$ cat src/rtl/staged_task_watchdog_unit_defines.svh
// Assertion macros for the staged task watchdog.
// Included by the top level; needs no other file.
`ifndef STAGED_TASK_WATCHDOG_UNIT_DEFINES_SVH
`define STAGED_TASK_WATCHDOG_UNIT_DEFINES_SVH

`ifndef SYNTHESIS
`define STW_ASSERT_SAME(label, clk, rst_n, ante, cons, msg) \
    label: assert property (@(posedge clk) disable iff (!(rst_n)) (ante) |-> (cons)) \
        else $error(msg);
`define STW_ASSERT_NEXT(label, clk, rst_n, ante, cons, msg) \
    label: assert property (@(posedge clk) disable iff (!(rst_n)) (ante) |=> (cons)) \
        else $error(msg);
`else
`define STW_ASSERT_SAME(label, clk, rst_n, ante, cons, msg)
`define STW_ASSERT_NEXT(label, clk, rst_n, ante, cons, msg)
`endif

`endif

$ cat src/rtl/stw_pkg.sv
// Shared types and constants of the staged task watchdog.
// Used by stw_eval and the top level; depends on nothing.
`default_nettype none

package stw_pkg;

    localparam int TIME_W    = 32;
    localparam int TASK_ID_W = 3;
    localparam int STAGE_W   = 2;
    localparam int CFG_IDX_W = 3;

    localparam logic [STAGE_W-1:0] STAGE_OK     = 2'd0;
    localparam logic [STAGE_W-1:0] STAGE_WARNED = 2'd1;
    localparam logic [STAGE_W-1:0] STAGE_SOFT   = 2'd2;

    localparam logic [CFG_IDX_W-1:0] CFG_WARN      = 3'd0;
    localparam logic [CFG_IDX_W-1:0] CFG_SOFT      = 3'd1;
    localparam logic [CFG_IDX_W-1:0] CFG_HARD      = 3'd2;
    localparam logic [CFG_IDX_W-1:0] CFG_LONG_WARN = 3'd3;
    localparam logic [CFG_IDX_W-1:0] CFG_LONG_SOFT = 3'd4;
    localparam logic [CFG_IDX_W-1:0] CFG_LONG_HARD = 3'd5;
    localparam logic [CFG_IDX_W-1:0] CFG_SPECIAL   = 3'd6;

    localparam logic [TIME_W-1:0]    RST_WARN      = 32'd15000;
    localparam logic [TIME_W-1:0]    RST_SOFT      = 32'd30000;
    localparam logic [TIME_W-1:0]    RST_HARD      = 32'd60000;
    localparam logic [TIME_W-1:0]    RST_LONG_WARN = 32'd45000;
    localparam logic [TIME_W-1:0]    RST_LONG_SOFT = 32'd90000;
    localparam logic [TIME_W-1:0]    RST_LONG_HARD = 32'd180000;
    localparam logic [TASK_ID_W-1:0] RST_SPECIAL   = 3'd2;

    typedef struct packed {
        logic [TIME_W-1:0] warn;
        logic [TIME_W-1:0] soft_lim;
        logic [TIME_W-1:0] hard;
    } t_limits;

    typedef struct packed {
        logic [STAGE_W-1:0] stage;
        logic               warn_ev;
        logic               soft_ev;
        logic               rec_ev;
        logic               hard_ev;
    } t_eval_res;

endpackage

`default_nettype wire

$ cat src/rtl/stw_eval.sv
// Stage decision for one task: compares the elapsed time with its limits.
// Depends on stw_pkg for the limit and result types.
`default_nettype none

module stw_eval (
    input  wire logic                            i_mon,
    input  wire logic [stw_pkg::TIME_W-1:0]      i_elapsed,
    input  wire logic [stw_pkg::STAGE_W-1:0]     i_stage,
    input  wire stw_pkg::t_limits                i_lim,
    output stw_pkg::t_eval_res                   o_res
);

    logic [stw_pkg::STAGE_W-1:0] w_stage;

    always_comb begin
        o_res         = '0;
        o_res.stage   = i_stage;
        w_stage       = i_stage;
        if (i_mon) begin
            if (i_elapsed <= i_lim.warn) begin
                if (i_stage != stw_pkg::STAGE_OK) begin
                    o_res.rec_ev = 1'b1;
                    o_res.stage  = stw_pkg::STAGE_OK;
                end
            end else begin
                if (i_stage == stw_pkg::STAGE_OK) begin
                    w_stage       = stw_pkg::STAGE_WARNED;
                    o_res.warn_ev = 1'b1;
                end
                if ((w_stage < stw_pkg::STAGE_SOFT) && (i_elapsed > i_lim.soft_lim)) begin
                    w_stage       = stw_pkg::STAGE_SOFT;
                    o_res.soft_ev = 1'b1;
                end
                o_res.stage   = w_stage;
                o_res.hard_ev = (i_elapsed > i_lim.hard);
            end
        end
    end

endmodule

`default_nettype wire

$ cat src/rtl/staged_task_watchdog_unit.sv
// Top level of the staged task watchdog: state memories, sweep sequencer and ports.
// Depends on stw_pkg, stw_eval and staged_task_watchdog_unit_defines.svh.
//
// A heartbeat transaction writes the task's time straight into the heartbeat
// memory. A check transaction sweeps the tasks from index 0 up, taking each task
// through a memory read, the elapsed time, and the compare and write back; the
// sweep waits while the output is stalled, and a hard timeout ends it early. The
// pace is set by the read-modify-write of one entry at a time on the single port
// of the stage memory. Both memories have a valid bit per entry, so reset and a
// hard timeout clear all task state at once. No new input is taken during a sweep;
// configuration writes are taken at any time.
`default_nettype none
`include "staged_task_watchdog_unit_defines.svh"

module staged_task_watchdog_unit #(
    parameter int MONITORED_TASKS = 8
) (
    input  wire logic        i_clk,
    input  wire logic        i_rst_n,
    // Input stream.
    input  wire logic        i_s_tvalid,
    output      logic        o_s_tready,
    input  wire logic [39:0] i_s_tdata,  // task_id[2:0], now_ms[34:3], zero[39:35]
    input  wire logic        i_s_tuser,  // action[0]
    // Result stream.
    output      logic        o_m_tvalid,
    input  wire logic        i_m_tready,
    // task_index[2:0], monitored[3], stage[5:4], age_ms[37:6], warn_event[38],
    // soft_event[39], recovered_event[40], hard_event[41], zero[47:42]
    output      logic [47:0] o_m_tdata,
    output      logic        o_m_tlast,
    // Configuration writes.
    input  wire logic        i_cfg_valid,
    output      logic        o_cfg_ready,
    input  wire logic [2:0]  i_cfg_index,
    input  wire logic [31:0] i_cfg_data
);

    localparam int IW = (MONITORED_TASKS > 1) ? $clog2(MONITORED_TASKS) : 1;
    localparam logic [IW-1:0] LAST_IDX = IW'(MONITORED_TASKS - 1);

    typedef enum logic [1:0] {
        S_IDLE,
        S_READ,
        S_CALC,
        S_EVAL
    } t_state;

    t_state r_state;

    logic [stw_pkg::TIME_W-1:0]    r_warn, r_soft, r_hard;
    logic [stw_pkg::TIME_W-1:0]    r_lwarn, r_lsoft, r_lhard;
    logic [stw_pkg::TASK_ID_W-1:0] r_special;

    logic [stw_pkg::TIME_W-1:0]  r_time_mem  [MONITORED_TASKS];
    logic [stw_pkg::STAGE_W-1:0] r_stage_mem [MONITORED_TASKS];
    logic [MONITORED_TASKS-1:0]  r_tv;
    logic [MONITORED_TASKS-1:0]  r_sv;

    logic [stw_pkg::TIME_W-1:0]  r_rd_time;
    logic [stw_pkg::STAGE_W-1:0] r_rd_stage;
    logic                        r_rd_tv;
    logic                        r_rd_sv;

    logic [IW-1:0]               r_idx;
    logic [stw_pkg::TIME_W-1:0]  r_now;
    logic                        r_mon;
    logic [stw_pkg::TIME_W-1:0]  r_el;
    logic [stw_pkg::STAGE_W-1:0] r_stg;
    stw_pkg::t_limits            r_lim;

    logic                        r_out_valid;
    logic [47:0]                 r_out_data;
    logic                        r_out_last;

    logic                        w_in_acc;
    logic                        w_hb_wr;
    logic [IW-1:0]               w_hb_addr;
    logic [stw_pkg::TIME_W-1:0]  w_in_now;
    logic [stw_pkg::TIME_W-1:0]  w_hb;
    logic [stw_pkg::STAGE_W-1:0] w_stg;
    logic                        w_mon;
    logic                        w_special;
    logic                        w_load;
    logic                        w_last;
    stw_pkg::t_eval_res          w_res;

    assign o_s_tready  = (r_state == S_IDLE);
    assign o_cfg_ready = 1'b1;
    assign o_m_tvalid  = r_out_valid;
    assign o_m_tdata   = r_out_data;
    assign o_m_tlast   = r_out_last;

    assign w_in_acc  = i_s_tvalid && o_s_tready;
    assign w_in_now  = i_s_tdata[34:3];
    assign w_hb_addr = IW'(i_s_tdata[2:0]);
    assign w_hb_wr   = w_in_acc && !i_s_tuser
                       && ({29'd0, i_s_tdata[2:0]} < 32'(MONITORED_TASKS));

    assign w_hb      = r_rd_tv ? r_rd_time : '0;
    assign w_stg     = r_rd_sv ? r_rd_stage : stw_pkg::STAGE_OK;
    assign w_mon     = (w_hb != '0) && (w_hb <= r_now);
    assign w_special = (32'(r_idx) == 32'(r_special));

    assign w_load = (r_state == S_EVAL) && (!r_out_valid || i_m_tready);
    assign w_last = w_res.hard_ev || (r_idx == LAST_IDX);

    stw_eval u_eval (
        .i_mon     (r_mon),
        .i_elapsed (r_el),
        .i_stage   (r_stg),
        .i_lim     (r_lim),
        .o_res     (w_res)
    );

    always_ff @(posedge i_clk) begin
        if (!i_rst_n) begin
            r_warn    <= stw_pkg::RST_WARN;
            r_soft    <= stw_pkg::RST_SOFT;
            r_hard    <= stw_pkg::RST_HARD;
            r_lwarn   <= stw_pkg::RST_LONG_WARN;
            r_lsoft   <= stw_pkg::RST_LONG_SOFT;
            r_lhard   <= stw_pkg::RST_LONG_HARD;
            r_special <= stw_pkg::RST_SPECIAL;
        end else if (i_cfg_valid) begin
            case (i_cfg_index)
                stw_pkg::CFG_WARN:      r_warn    <= i_cfg_data;
                stw_pkg::CFG_SOFT:      r_soft    <= i_cfg_data;
                stw_pkg::CFG_HARD:      r_hard    <= i_cfg_data;
                stw_pkg::CFG_LONG_WARN: r_lwarn   <= i_cfg_data;
                stw_pkg::CFG_LONG_SOFT: r_lsoft   <= i_cfg_data;
                stw_pkg::CFG_LONG_HARD: r_lhard   <= i_cfg_data;
                stw_pkg::CFG_SPECIAL:   r_special <= i_cfg_data[stw_pkg::TASK_ID_W-1:0];
                default: begin
                end
            endcase
        end
    end

    always_ff @(posedge i_clk) begin
        if (w_hb_wr) begin
            r_time_mem[w_hb_addr] <= w_in_now;
        end
        r_rd_time <= r_time_mem[r_idx];
    end

    always_ff @(posedge i_clk) begin
        if (w_load && r_mon) begin
            r_stage_mem[r_idx] <= w_res.stage;
        end
        r_rd_stage <= r_stage_mem[r_idx];
    end

    always_ff @(posedge i_clk) begin
        if (!i_rst_n) begin
            r_tv    <= '0;
            r_sv    <= '0;
            r_rd_tv <= 1'b0;
            r_rd_sv <= 1'b0;
        end else begin
            r_rd_tv <= r_tv[r_idx];
            r_rd_sv <= r_sv[r_idx];
            if (w_load && w_res.hard_ev) begin
                r_tv <= '0;
                r_sv <= '0;
            end else begin
                if (w_hb_wr) begin
                    r_tv[w_hb_addr] <= 1'b1;
                end
                if (w_load && r_mon) begin
                    r_sv[r_idx] <= 1'b1;
                end
            end
        end
    end

    always_ff @(posedge i_clk) begin
        if (!i_rst_n) begin
            r_state     <= S_IDLE;
            r_idx       <= '0;
            r_out_valid <= 1'b0;
        end else begin
            if (w_load) begin
                r_out_valid <= 1'b1;
            end else if (i_m_tready) begin
                r_out_valid <= 1'b0;
            end
            case (r_state)
                S_IDLE: begin
                    if (w_in_acc && i_s_tuser) begin
                        r_idx   <= '0;
                        r_now   <= w_in_now;
                        r_state <= S_READ;
                    end
                end
                S_READ: begin
                    r_state <= S_CALC;
                end
                S_CALC: begin
                    r_mon   <= w_mon;
                    r_el    <= w_mon ? (r_now - w_hb) : '0;
                    r_stg   <= w_stg;
                    r_lim   <= w_special ? {r_lwarn, r_lsoft, r_lhard}
                                         : {r_warn, r_soft, r_hard};
                    r_state <= S_EVAL;
                end
                S_EVAL: begin
                    if (w_load) begin
                        r_out_last  <= w_last;
                        r_out_data  <= {6'd0, w_res.hard_ev, w_res.rec_ev, w_res.soft_ev,
                                        w_res.warn_ev, r_el, w_res.stage, r_mon,
                                        3'(r_idx)};
                        if (w_last) begin
                            r_state <= S_IDLE;
                        end else begin
                            r_idx   <= r_idx + IW'(1);
                            r_state <= S_READ;
                        end
                    end
                end
                default: begin
                    r_state <= S_IDLE;
                end
            endcase
        end
    end

    `STW_ASSERT_SAME(a_hard_is_last, i_clk, i_rst_n, o_m_tvalid && o_m_tdata[41],
                     o_m_tlast, "hard timeout result not marked last")
    `STW_ASSERT_NEXT(a_hard_clears, i_clk, i_rst_n, w_load && w_res.hard_ev,
                     (r_tv == '0) && (r_sv == '0) && (r_state == S_IDLE),
                     "hard timeout did not clear task state")
    `STW_ASSERT_NEXT(a_check_starts, i_clk, i_rst_n, w_in_acc && i_s_tuser,
                     (r_state == S_READ) && (r_idx == '0),
                     "check transaction did not start a sweep")

endmodule

`default_nettype wire
$ cat config.mk
export PLATFORM = sky130hd
export DESIGN_NAME = staged_task_watchdog_unit
export DESIGN_NICKNAME = d
export VERILOG_FILES = /design/src/rtl/stw_pkg.sv /design/src/rtl/stw_eval.sv /design/src/rtl/staged_task_watchdog_unit.sv
export VERILOG_INCLUDE_DIRS = /design/src /design/src/rtl
export SDC_FILE = /design/constraint.sdc
export NUM_CORES = 1
export LEC_CHECK = 0
export ABC_AREA = 1
export BUFFER_PORTS_ARGS = -buffer_cell sky130_fd_sc_hd__buf_2
export CORE_MARGIN = 4
export CORE_UTILIZATION = 55
export DETAILED_ROUTE_END_ITERATION = 10
export PLACE_DENSITY_LB_ADDON = 0.15
export REMOVE_ABC_BUFFERS = 1
export SLEW_MARGIN = 20
export SYNTH_ARGS = -nofsm -noshare
export SYNTH_HDL_FRONTEND = slang
export SYNTH_SLANG_ARGS = --single-unit
$ cat constraint.sdc
create_clock -name i_clk -period 8.35 [get_ports i_clk]
set_input_delay 1.67 -clock i_clk [delete_from_list [all_inputs] [get_ports i_clk]]
set_output_delay 1.67 -clock i_clk [all_outputs]
set_load 0.02 [all_outputs]
## Word level (Yosys, flattened, before mapping)

Memory sizes are Yosys's and may differ from the RTL's. A register that Yosys moved wholly into a read port is not among the register bits.
Cells that the tools add are included.

| operators by class | value |
|---|---|
| $add $sub $neg | 2 |
| order comparisons | 9 |
| equality and inequality tests | 14 |
| muxes and demuxes | 37 |
| bitwise operators | 4 |
| reduce and logical (&&, ||, !) cells | 36 |

Operator list:

| cell | number |
|---|---|
| $mux 96 | 1 |
| $gt 32x32->1 | 2 |
| $le 32x32->1 | 2 |
| $mux 32 | 1 |
| $reduce_bool 32->1 | 1 |
| $sub 32x32->32 | 1 |
| $reduce_and 2->1 | 10 |
| $mux 2 | 9 |
| $mux 1 | 16 |
| $or 8x8->8 | 2 |
| $eq 3x3->1 const B | 4 |
| $logic_and 1x1->1 | 10 |
| $mux 3 | 3 |
| $lt 3x4->1 const B | 2 |
| $pmux 2 s4 | 1 |
| $bmux 1 s3 | 2 |
| $demux 1 s3 | 2 |
| $eq 3x2->1 const B | 2 |
| $ge 3x1->1 const B | 2 |
| $mux 6 | 1 |
| $pmux 3 s2 | 1 |
| $reduce_and 3->1 | 2 |
| $reduce_bool 2->1 | 3 |
| $eq 2x2->1 const B | 2 |
| 14 further kinds | 20 |

| storage, ports and cells | value |
|---|---|
| register bits after elaboration | 425 |
| bits in writable memories | 272 |
| input bits | 81 |
| output and inout bits | 52 |
| word-level logic and storage cells | 129 |
| memories | 2 |

Memory list:

| memory | words | bits a word | rd ports | clocked after memory_dff | wr ports | RTL line | RTL |
|---|---|---|---|---|---|---|---|
| r_time_mem | 8 | 32 | 1 | 1 | 1 | staged_task_watchdog_unit.sv:55 | `logic [stw_pkg::TIME_W-1:0] r_time_mem [MONITORED_TASKS];` |
| r_stage_mem | 8 | 2 | 1 | 1 | 1 | staged_task_watchdog_unit.sv:56 | `logic [stw_pkg::STAGE_W-1:0] r_stage_mem [MONITORED_TASKS];` |

## Longest topological paths before layout

Gate-level depths: netlist (run 1).

| logic depth | value |
|---|---|
| depth in word-level cells | 13 |
| depth in mapped cells | 20 |
| depth with buffers taken out | 20 |

## By module

A second synthesis (run 1) with hierarchy kept.

| second synthesis, totals | value |
|---|---|
| cell total of the unflattened synthesis | 3146 |
| area, all modules | 31358.8 µm² |

Modules (own cells, without submodules):

| module | times used | cells an instance | area an instance (µm²) | sequential area each (µm²) |
|---|---|---|---|---|
| staged_task_watchdog_unit | 1 | 2726 | 28752.6 | 19418.6 |
| stw_eval | 1 | 420 | 2606.2 | 0.0 |

## Worst setup path after synthesis (run 1)

Ideal clock, no wire load.

| path | value |
|---|---|
| kind | in2reg |
| from | in i_rst_n |
| to | reg r_el[0] (netlist bit) (enable) |
| library setup time | 484 ps |
| arrival | 4786 ps |
| data required time | 7866 ps |
| slack | 3080 ps |
| stages | 4 |
| path buffers | 2 |
| path through | clkbuf_1 clkbuf_1 nand2_1 inv_1 |

| on the way | value |
|---|---|
| longest elaborated chain between the ends | 1 |

RTL lines:

| item | RTL line | RTL |
|---|---|---|
| from (decl) | staged_task_watchdog_unit.sv:19 | `input wire logic i_rst_n,` |
| $reduce_and 2->1 (no source line) | n/a |  |
| to (signal assigned) | staged_task_watchdog_unit.sv:201 | `r_el <= w_mon ? (r_now - w_hb) : '0;` |
| to (decl) | staged_task_watchdog_unit.sv:68 | `logic [stw_pkg::TIME_W-1:0] r_el;` |

No other way between the ends.
A chain may end at the register's enable or synchronous reset.

## Final worst setup path (run 1)

| path | value |
|---|---|
| from | in i_rst_n |
| to | reg r_el[28] (netlist bit) (enable) |

Same word-level chain as after synthesis.

==> results of run 1 <==
==> logic make-up (layout without fill, tap and decap cells) <==
logic type                 after synthesis  after routing  share of synthesized area (%)
xor gates and xnor gates                21             21                          0.606
buffers and inverters                  422            591                           5.38
DFF                                    731            731                           64.0
other                                    2             10                         0.0248
and+or+nand+nor                        920            920                           12.5
AOI/OAI and AO/OA                      619            619                           11.9
adders and majority gates              134            134                           5.55
==> worst max path at each step <==
stage | end | cells past startpoint
global placement | r_lim[44] | 5
floorplan | r_el[0] | 2
detailed placement | r_lim[47] | 5
global route | r_lim[13] | 5
finish | r_el[28] | 5
CTS | r_el[1] | 5
==> layer usage <==
layer,wire length [µm],part of all wire (%),vias up
met1,30800,42,10100
li1,-,-,10100
met3,4190,5.7,134
met5,19,0.026,-
met4,1810,2.5,4
met2,36200,50,593
==> worst reg2reg max path: cells and delay by family, from the launching register on <==
family                   cells  cell delay, ns
flip-flops                   1            0.31
adder cells (fa/ha/maj)      1            0.36
buffers and inverters        1            0.29
AND/OR/NAND/NOR              4            0.98
AO/OA/AOI/OAI                5            1.28
==> report_power, final <==
group / total (W) / internal [W] / switching [W]
clock network: 0.00333 / 0.00199 / 0.00135
logic: 0.00142 / 0.000438 / 0.000985
registers: 0.00434 / 0.00418 / 0.000160
total: 0.00910 / 0.00661 / 0.00249
==> stage by stage <==
step / hold slack, ns / setup slack, ns
after floorplan: 0.424 / 3.63
after global placement: 0.433 / 3.73
after detailed placement: 0.440 / 3.71
after CTS: 0.451 / 4.35
after global routing: 0.464 / 4.14
final: 0.449 / 4.31
==> placed cells by master, fill, tap and decap left out, types with 9 or more instances in the layout <==
| cell type | instances |
|---|---|
| dfxtp_1 | 253 |
| clkinv_2 | 10 |
| o21ai_0 | 282 |
| buf_2 | 119 |
| buf_4 | 33 |
| a221oi_1 | 29 |
| clkbuf_16 | 77 |
| nor3_1 | 10 |
| xnor2_1 | 12 |
| ha_1 | 133 |
| a21oi_1 | 173 |
| o21a_1 | 10 |
| nand4_1 | 44 |
| nor2_1 | 282 |
| inv_1 | 294 |
| nand2_1 | 476 |
| clkbuf_1 | 15 |
| a22oi_1 | 49 |
| nand3_1 | 57 |
| o211ai_1 | 20 |
| clkbuf_8 | 16 |
| a21o_1 | 10 |
| clkinv_1 | 9 |
| xor2_1 | 9 |
| a22o_1 | 19 |
| edfxtp_1 | 478 |
==> flip-flops by register name, summed over array words and instances, names as in the netlist, 8 cells and up <==
signal / cells
r_time_mem: 256
r_sv: 8
r_tv: 8
r_rd_time: 32
r_lsoft: 32
o_m_tdata: 42
r_lim: 96
r_lhard: 32
r_lwarn: 32
r_warn: 32
r_stage_mem: 16
r_now: 32
r_soft: 32
r_el: 32
r_hard: 32
==> cell type report <==
cell class	count	area (µm²)
Multi-Input combinational cell	1701	9440
Sequential cell	731	19400
Clock buffer	108	2200
Clock inverter	26	268
Inverter	305	1150
Antenna cell	3	7.51
Timing Repair Buffer	152	843
Fill cell	4268	20000
Tap cell	696	871
==> metrics.txt, run 1 <==
# TYPE chip_impl_metric gauge
chip_impl_metric{name="post-place-cells",unit=""} 3585
chip_impl_metric{name="postCtsResizedCells",unit=""} 0
chip_impl_metric{name="final.setup_skew",unit="ns"} 0.0233
chip_impl_metric{name="synth_cell_types",unit=""} 51
chip_impl_info{name="worst_path_max_delay_cell",value="buf_4"} 1
chip_impl_metric{name="cts-root-to-sink-buffers",unit=""} 3
chip_impl_metric{name="critical_path_required",unit="ns"} 8.58
chip_impl_metric{name="final_cells",unit=""} 3722
chip_impl_info{name="worst_hold_path.endpoint",value="r_lwarn[29]"} 1
chip_impl_metric{name="number_of_nets_in_the_layout",unit=""} 3180
chip_impl_info{name="startpoint",value="i_rst_n"} 1
chip_impl_info{name="crit_end_category",value="flop"} 1
chip_impl_info{name="criticalPathCategory",value="primary input to flop"} 1
chip_impl_info{name="path_common_cell",value="buf_4"} 1
chip_impl_info{name="synth.area.top_cells",value="edfxtp_1 (47%), dfxtp_1 (17%), nand2_1 (5.9%)"} 1
chip_impl_metric{name="power_density_over_the_cells",unit="nW/µm²"} 266
chip_impl_metric{name="global_route.overflow_total",unit=""} 0
chip_impl_metric{name="postRouteAntennaNets",unit=""} 0
chip_impl_metric{name="yosysSeqAreaShare",unit="%"} 64.0
chip_impl_info{name="hp-class",value="flop to flop"} 1
chip_impl_info{name="cts_tree",value="yes"} 1
chip_impl_metric{name="area.growth.synth_to_final",unit="%"} 12.8
chip_impl_metric{name="track_usage",unit="%"} 24.5
chip_impl_metric{name="max_freq",unit="MHz"} 247
chip_impl_info{name="most_frequently_used_cell_type_in_the_post_synthesis_netlist",value="edfxtp_1"} 1
chip_impl_info{name="timing.critical_path.cells",value="buf_4 -> buf_4 -> nand2_1 -> inv_4 -> buf_4"} 1
chip_impl_metric{name="cts.sink_count",unit=""} 731
chip_impl_info{name="timing.rr.end",value="r_el[21]"} 1
chip_impl_metric{name="syn-instance-count",unit=""} 2849
chip_impl_info{name="root_buffer",value="clkbuf_16"} 1
chip_impl_metric{name="finalMaxSlewViolations",unit=""} 0
chip_impl_info{name="crit_family",value="buffers and inverters"} 1
chip_impl_metric{name="finalSetupViolCount",unit=""} 0
chip_impl_metric{name="yosys.area.top_type_share",unit="%"} 47.3
chip_impl_metric{name="slew_worst_pin",unit="ns"} 1.13
chip_impl_info{name="synth.largest_area_cell",value="edfxtp_1"} 1
chip_impl_metric{name="port_buffers",unit=""} 120
chip_impl_metric{name="critical_path.max_fanout",unit=""} 70
chip_impl_metric{name="fp-row-count",unit=""} 85
chip_impl_info{name="unrepaired_setup_endpoints_after_global_routing",value="false"} 1
chip_impl_metric{name="grt_pass1_wl",unit="µm"} 114000
chip_impl_metric{name="power",unit="W"} 0.00910
chip_impl_metric{name="final_hold_viol_count",unit=""} 0
chip_impl_metric{name="critical_path_buf_inv_count",unit=""} 4
chip_impl_metric{name="cap_violations",unit=""} 0
chip_impl_metric{name="finalWorstPathRequiredPeriod",unit="ns"} 4.04
chip_impl_metric{name="ir_drop",unit="µV"} 178
chip_impl_metric{name="cts-htree-levels",unit=""} 3
chip_impl_metric{name="top_level_ports",unit=""} 133
chip_impl_info{name="r2r-start",value="r_rd_tv"} 1
chip_impl_metric{name="cts-buffers-inserted",unit=""} 74
chip_impl_metric{name="grtUsageMet3",unit="%"} 3.86
chip_impl_metric{name="fp.dieW",unit="µm"} 243
chip_impl_info{name="grt_most_used_layer",value="met2"} 1
chip_impl_metric{name="grt_use_met2",unit="%"} 42.7
chip_impl_metric{name="vias_per_cell",unit=""} 5.61
chip_impl_metric{name="via_count",unit=""} 20900
chip_impl_metric{name="synth-edff-count",unit=""} 478
chip_impl_metric{name="drt_first_pass_iters",unit=""} 6
chip_impl_metric{name="drive_gt1_share",unit="%"} 10.6
chip_impl_metric{name="buffer_count_from_post_cts_setup_fixing",unit=""} 0
chip_impl_metric{name="ys_async_sr_fraction",unit="%"} 0
chip_impl_info{name="worstHoldStart",value="r_lwarn[29]"} 1
chip_impl_metric{name="netlist_area",unit="µm²"} 30300
chip_impl_metric{name="design.die.area",unit="µm²"} 59000
chip_impl_info{name="worstSetupStartpointType",value="primary input"} 1
chip_impl_metric{name="floorplan.initialDensity",unit="%"} 55.9
chip_impl_metric{name="leakage_power",unit="nW"} 13.5
chip_impl_metric{name="worst_hold_path.num_cells",unit=""} 2
chip_impl_metric{name="route.detailed.wl_per_inst",unit="µm"} 19.6
chip_impl_metric{name="floorplan.core_area",unit="µm²"} 54200
chip_impl_metric{name="post-route-cell-area",unit="µm²"} 34200
chip_impl_metric{name="max_stage_delay",unit="ns"} 0.80
chip_impl_metric{name="met1_usage_grt",unit="%"} 32.1
chip_impl_info{name="ys_top_cells_by_count",value="edfxtp_1 (478), nand2_1 (476), inv_1 (298)"} 1
chip_impl_metric{name="initial_antenna_violation_count",unit=""} 4
chip_impl_metric{name="r2r.worst_path.cells",unit=""} 11
chip_impl_metric{name="place_hpwl",unit="µm"} 45800
chip_impl_info{name="ys_dominant_reg_cell",value="edfxtp_1"} 1
chip_impl_metric{name="clk_pin_slew",unit="ns"} 0.06
chip_impl_metric{name="worstSkewPairLatency",unit="ns"} 0.61
chip_impl_metric{name="placer_s_final_routability_congestion_estimate",unit=""} 0.868
chip_impl_metric{name="detailedRoute.firstIterationViolations",unit=""} 1682
chip_impl_metric{name="number_of_warnings_printed_during_yosys_synthesis",unit=""} 0
chip_impl_metric{name="finish.utilization",unit="%"} 63.0
chip_impl_metric{name="slew-limit-headroom",unit="%"} 24.9
chip_impl_metric{name="wire_length_after_detailed_routing",unit="µm"} 73100
chip_impl_metric{name="synthesis.area_per_instance",unit="µm²"} 10.6
chip_impl_metric{name="first_global_vias",unit=""} 20500
chip_impl_metric{name="drcViolationCount",unit=""} 0
chip_impl_metric{name="synth_seq_cells",unit=""} 731
chip_impl_metric{name="worst-r2r-setup-slack",unit="ns"} 4.85
chip_impl_metric{name="critical_path_arrival",unit="ns"} 4.27
chip_impl_metric{name="die_height",unit="µm"} 243
chip_impl_metric{name="placement_cell_area",unit="µm²"} 31700
chip_impl_metric{name="grt_start_max_net_pins",unit=""} 116
chip_impl_metric{name="cts_hold_buffers",unit=""} 0
chip_impl_metric{name="fin_setup_tns",unit="ns"} 0
chip_impl_metric{name="timing.final.crit_share",unit="%"} 48.4
chip_impl_info{name="outcome",value="finished, final reports clean"} 1
Note: power is estimated with default switching activity, not from simulation.
==> run 2, diff against run 1 <==
==> constraint.sdc (replaced) <==
create_clock -name i_clk -period 3.9 [get_ports i_clk]
set_input_delay 0.78 -clock i_clk [delete_from_list [all_inputs] [get_ports i_clk]]
set_output_delay 0.78 -clock i_clk [all_outputs]
set_load 0.02 [all_outputs]
==> run 2 against run 1 <==
First-iteration DRC count shrank 0.48%. Sequential share of layout area down 0.17 points. Routed wire length rose by 2.4%. Global-route usage increased by 0.51 points. Utilization rose by 0.19 points.
==> metrics.txt, run 2 (same netlist as run 1, synthesis figures left out) <==
# TYPE chip_impl_metric gauge
chip_impl_info{name="worstSetupStartpointType",value="flop"} 1
chip_impl_info{name="criticalPathCategory",value="flop to flop"} 1
chip_impl_info{name="mostFrequentLayoutCell",value="edfxtp_1"} 1
chip_impl_metric{name="design.die.area",unit="µm²"} 59000
chip_impl_metric{name="placement_cell_area",unit="µm²"} 31800
chip_impl_metric{name="timing.final.crit_share",unit="%"} 84.7
chip_impl_metric{name="placer_s_final_routability_congestion_estimate",unit=""} 0.871
chip_impl_metric{name="slew-limit-headroom",unit="%"} 38.1
chip_impl_metric{name="worstSkewPairLatency",unit="ns"} 0.61
chip_impl_metric{name="cts-buffers-inserted",unit=""} 75
chip_impl_metric{name="p_sw",unit="W"} 0.00539
chip_impl_metric{name="floorplan.core_area",unit="µm²"} 54200
chip_impl_metric{name="wire_length_after_detailed_routing",unit="µm"} 74900
chip_impl_metric{name="finalSetupViolCount",unit=""} 0
chip_impl_metric{name="cts-root-to-sink-buffers",unit=""} 3
chip_impl_metric{name="first_global_vias",unit=""} 20900
chip_impl_metric{name="post-route-cell-area",unit="µm²"} 34300
chip_impl_metric{name="drive_gt1_share",unit="%"} 10.9
chip_impl_metric{name="clk_pin_slew",unit="ns"} 0.06
chip_impl_metric{name="max_freq",unit="MHz"} 303
chip_impl_metric{name="ir_drop",unit="µV"} 539
chip_impl_info{name="crit_end_category",value="flop"} 1
chip_impl_metric{name="slew_worst_pin",unit="ns"} 0.928
chip_impl_metric{name="power_density_over_the_cells",unit="nW/µm²"} 568
chip_impl_metric{name="grt_pass1_wl",unit="µm"} 116000
chip_impl_metric{name="power.share.clock",unit="%"} 36.3
chip_impl_metric{name="grt_start_max_net_pins",unit=""} 193
chip_impl_metric{name="fin_setup_tns",unit="ns"} 0
chip_impl_metric{name="critical_path.max_fanout",unit=""} 33
chip_impl_metric{name="port_buffers",unit=""} 120
chip_impl_metric{name="drcViolationCount",unit=""} 0
chip_impl_metric{name="global_route.overflow_total",unit=""} 0
chip_impl_metric{name="pwr-share-comb",unit="%"} 16.2
chip_impl_metric{name="final_hold_viol_count",unit=""} 0
chip_impl_info{name="unrepaired_setup_endpoints_after_global_routing",value="false"} 1
chip_impl_info{name="root_buffer",value="clkbuf_16"} 1
chip_impl_metric{name="top_level_ports",unit=""} 133
chip_impl_metric{name="swShare",unit="%"} 27.6
chip_impl_metric{name="setup_slack",unit="ns"} 0.595
chip_impl_metric{name="postRouteAntennaNets",unit=""} 0
chip_impl_metric{name="cts_hold_buffers",unit=""} 0
chip_impl_metric{name="fp-row-count",unit=""} 85
chip_impl_metric{name="final.setup_skew",unit="ns"} 0.0216
chip_impl_metric{name="area.growth.synth_to_final",unit="%"} 13.1
chip_impl_metric{name="drt_first_pass_iters",unit=""} 5
chip_impl_metric{name="sequential_share_of_power",unit="%"} 47.5
chip_impl_metric{name="via_count",unit=""} 21000
chip_impl_metric{name="critical_path_arrival",unit="ns"} 3.66
chip_impl_metric{name="route.detailed.wl_per_inst",unit="µm"} 20.0
chip_impl_metric{name="cts.sink_count",unit=""} 731
chip_impl_metric{name="track_usage",unit="%"} 25.1
chip_impl_info{name="hp-class",value="flop to flop"} 1
chip_impl_info{name="layout.cells.most_common_list",value="edfxtp_1 (478), nand2_1 (476), inv_1 (294), nor2_1 (282), o21ai_0 (282)"} 1
chip_impl_metric{name="setup_slack_placement",unit="ns"} 0.434
chip_impl_metric{name="detailedRoute.firstIterationViolations",unit=""} 1674
chip_impl_metric{name="finalMaxSlewViolations",unit=""} 0
chip_impl_metric{name="leakage_power",unit="nW"} 13.6
chip_impl_metric{name="place_hpwl",unit="µm"} 47700
chip_impl_metric{name="finish.utilization",unit="%"} 63.2
chip_impl_metric{name="critical_path_required",unit="ns"} 4.25
chip_impl_metric{name="floorplan.initialDensity",unit="%"} 55.9
chip_impl_info{name="outcome",value="finished, final reports clean"} 1
chip_impl_metric{name="finalWorstPathRequiredPeriod",unit="ns"} 3.30
chip_impl_metric{name="vias_per_cell",unit=""} 5.63
chip_impl_metric{name="buffer_count_from_post_cts_setup_fixing",unit=""} 0
chip_impl_metric{name="flip_flop_count_of_the_largest_register_all_copies_and_words_added",unit=""} 256
chip_impl_info{name="max_flop_register",value="r_time_mem"} 1
chip_impl_metric{name="postCtsResizedCells",unit=""} 0
chip_impl_metric{name="power_report.internal_total",unit="W"} 0.0141
chip_impl_metric{name="initial_antenna_violation_count",unit=""} 10
chip_impl_metric{name="cap_violations",unit=""} 0
chip_impl_metric{name="number_of_nets_in_the_layout",unit=""} 3190
chip_impl_metric{name="cts-htree-levels",unit=""} 3
chip_impl_info{name="cts_tree",value="yes"} 1
chip_impl_metric{name="die_height",unit="µm"} 243
chip_impl_metric{name="fp.dieW",unit="µm"} 243
run 2: layout make-up:
class                      instances  area, µm²
clock buffer                     112       2240
timing repair buffer             161        961
fill                            4330      19900
clock inverter                    24        209
multi-input combinational       1701       9440
antenna                            6       15.0
tap                              696        871
sequential                       731      19400
inverter                         305       1150
run 2: metal layers:
metal / vias to the layer above / wire length, µm / track usage [%]
met2: 653 / 36800 / 43.0
met3: 142 / 4900 / 4.58
met5: - / 45 / 0
li1: 10100 / - / -
met4: 8 / 2150 / 8.05
met1: 10200 / 31000 / 32.5
run 2: critical path: stages, from the launching register on:
cell,delay (ns)
dfxtp_1,0.46
buf_4,0.27
nand2_1,0.09
inv_1,0.04
ha_1,0.19
fa_1,0.37
inv_1,0.08
nand2_1,0.07
o21ai_2,0.19
nand2_1,0.09
nand3_2,0.08
a21o_1,0.15
nand2_1,0.07
nand2_1,0.11
nand2_1,0.06
nand3_1,0.10
nand2_2,0.07
buf_12,0.17
a21oi_1,0.38
run 2: worst paths after layout:
| check | startpoint | end | slack (ns) | depth (start not counted) |
|---|---|---|---|---|
| setup reg to reg | r_rd_tv | r_el[15] | 0.60 | 18 |
| hold / removal | r_lhard[26] | r_lhard[26] | 0.45 | 2 |
| hold reg to reg | r_lhard[26] | r_lhard[26] | 0.45 | 2 |
| setup / recovery | r_rd_tv | r_el[15] | 0.60 | 18 |
run 2: power by group through the flow:
stage	logic, W	clock network, W	registers (W)
after detailed placement	0.00316	0	0.00942
after global routing	0.00353	0.00753	0.00930
final	0.00317	0.00707	0.00926
after CTS	0.00319	0.00717	0.00926
after floorplan	0.00199	0	0.00933
after global placement	0.00307	0	0.00940
run 2: per-stage QoR:
stage          std cells  power, W  hold WS (ns)
2_1_floorplan       2737    0.0113         0.424
3_3_place_gp        3594    0.0125         0.433
3_5_place_dp        3594    0.0126         0.440
4_1_cts             3730    0.0196         0.417
5_1_grt             3734    0.0204         0.424
6_report            3736    0.0195         0.448
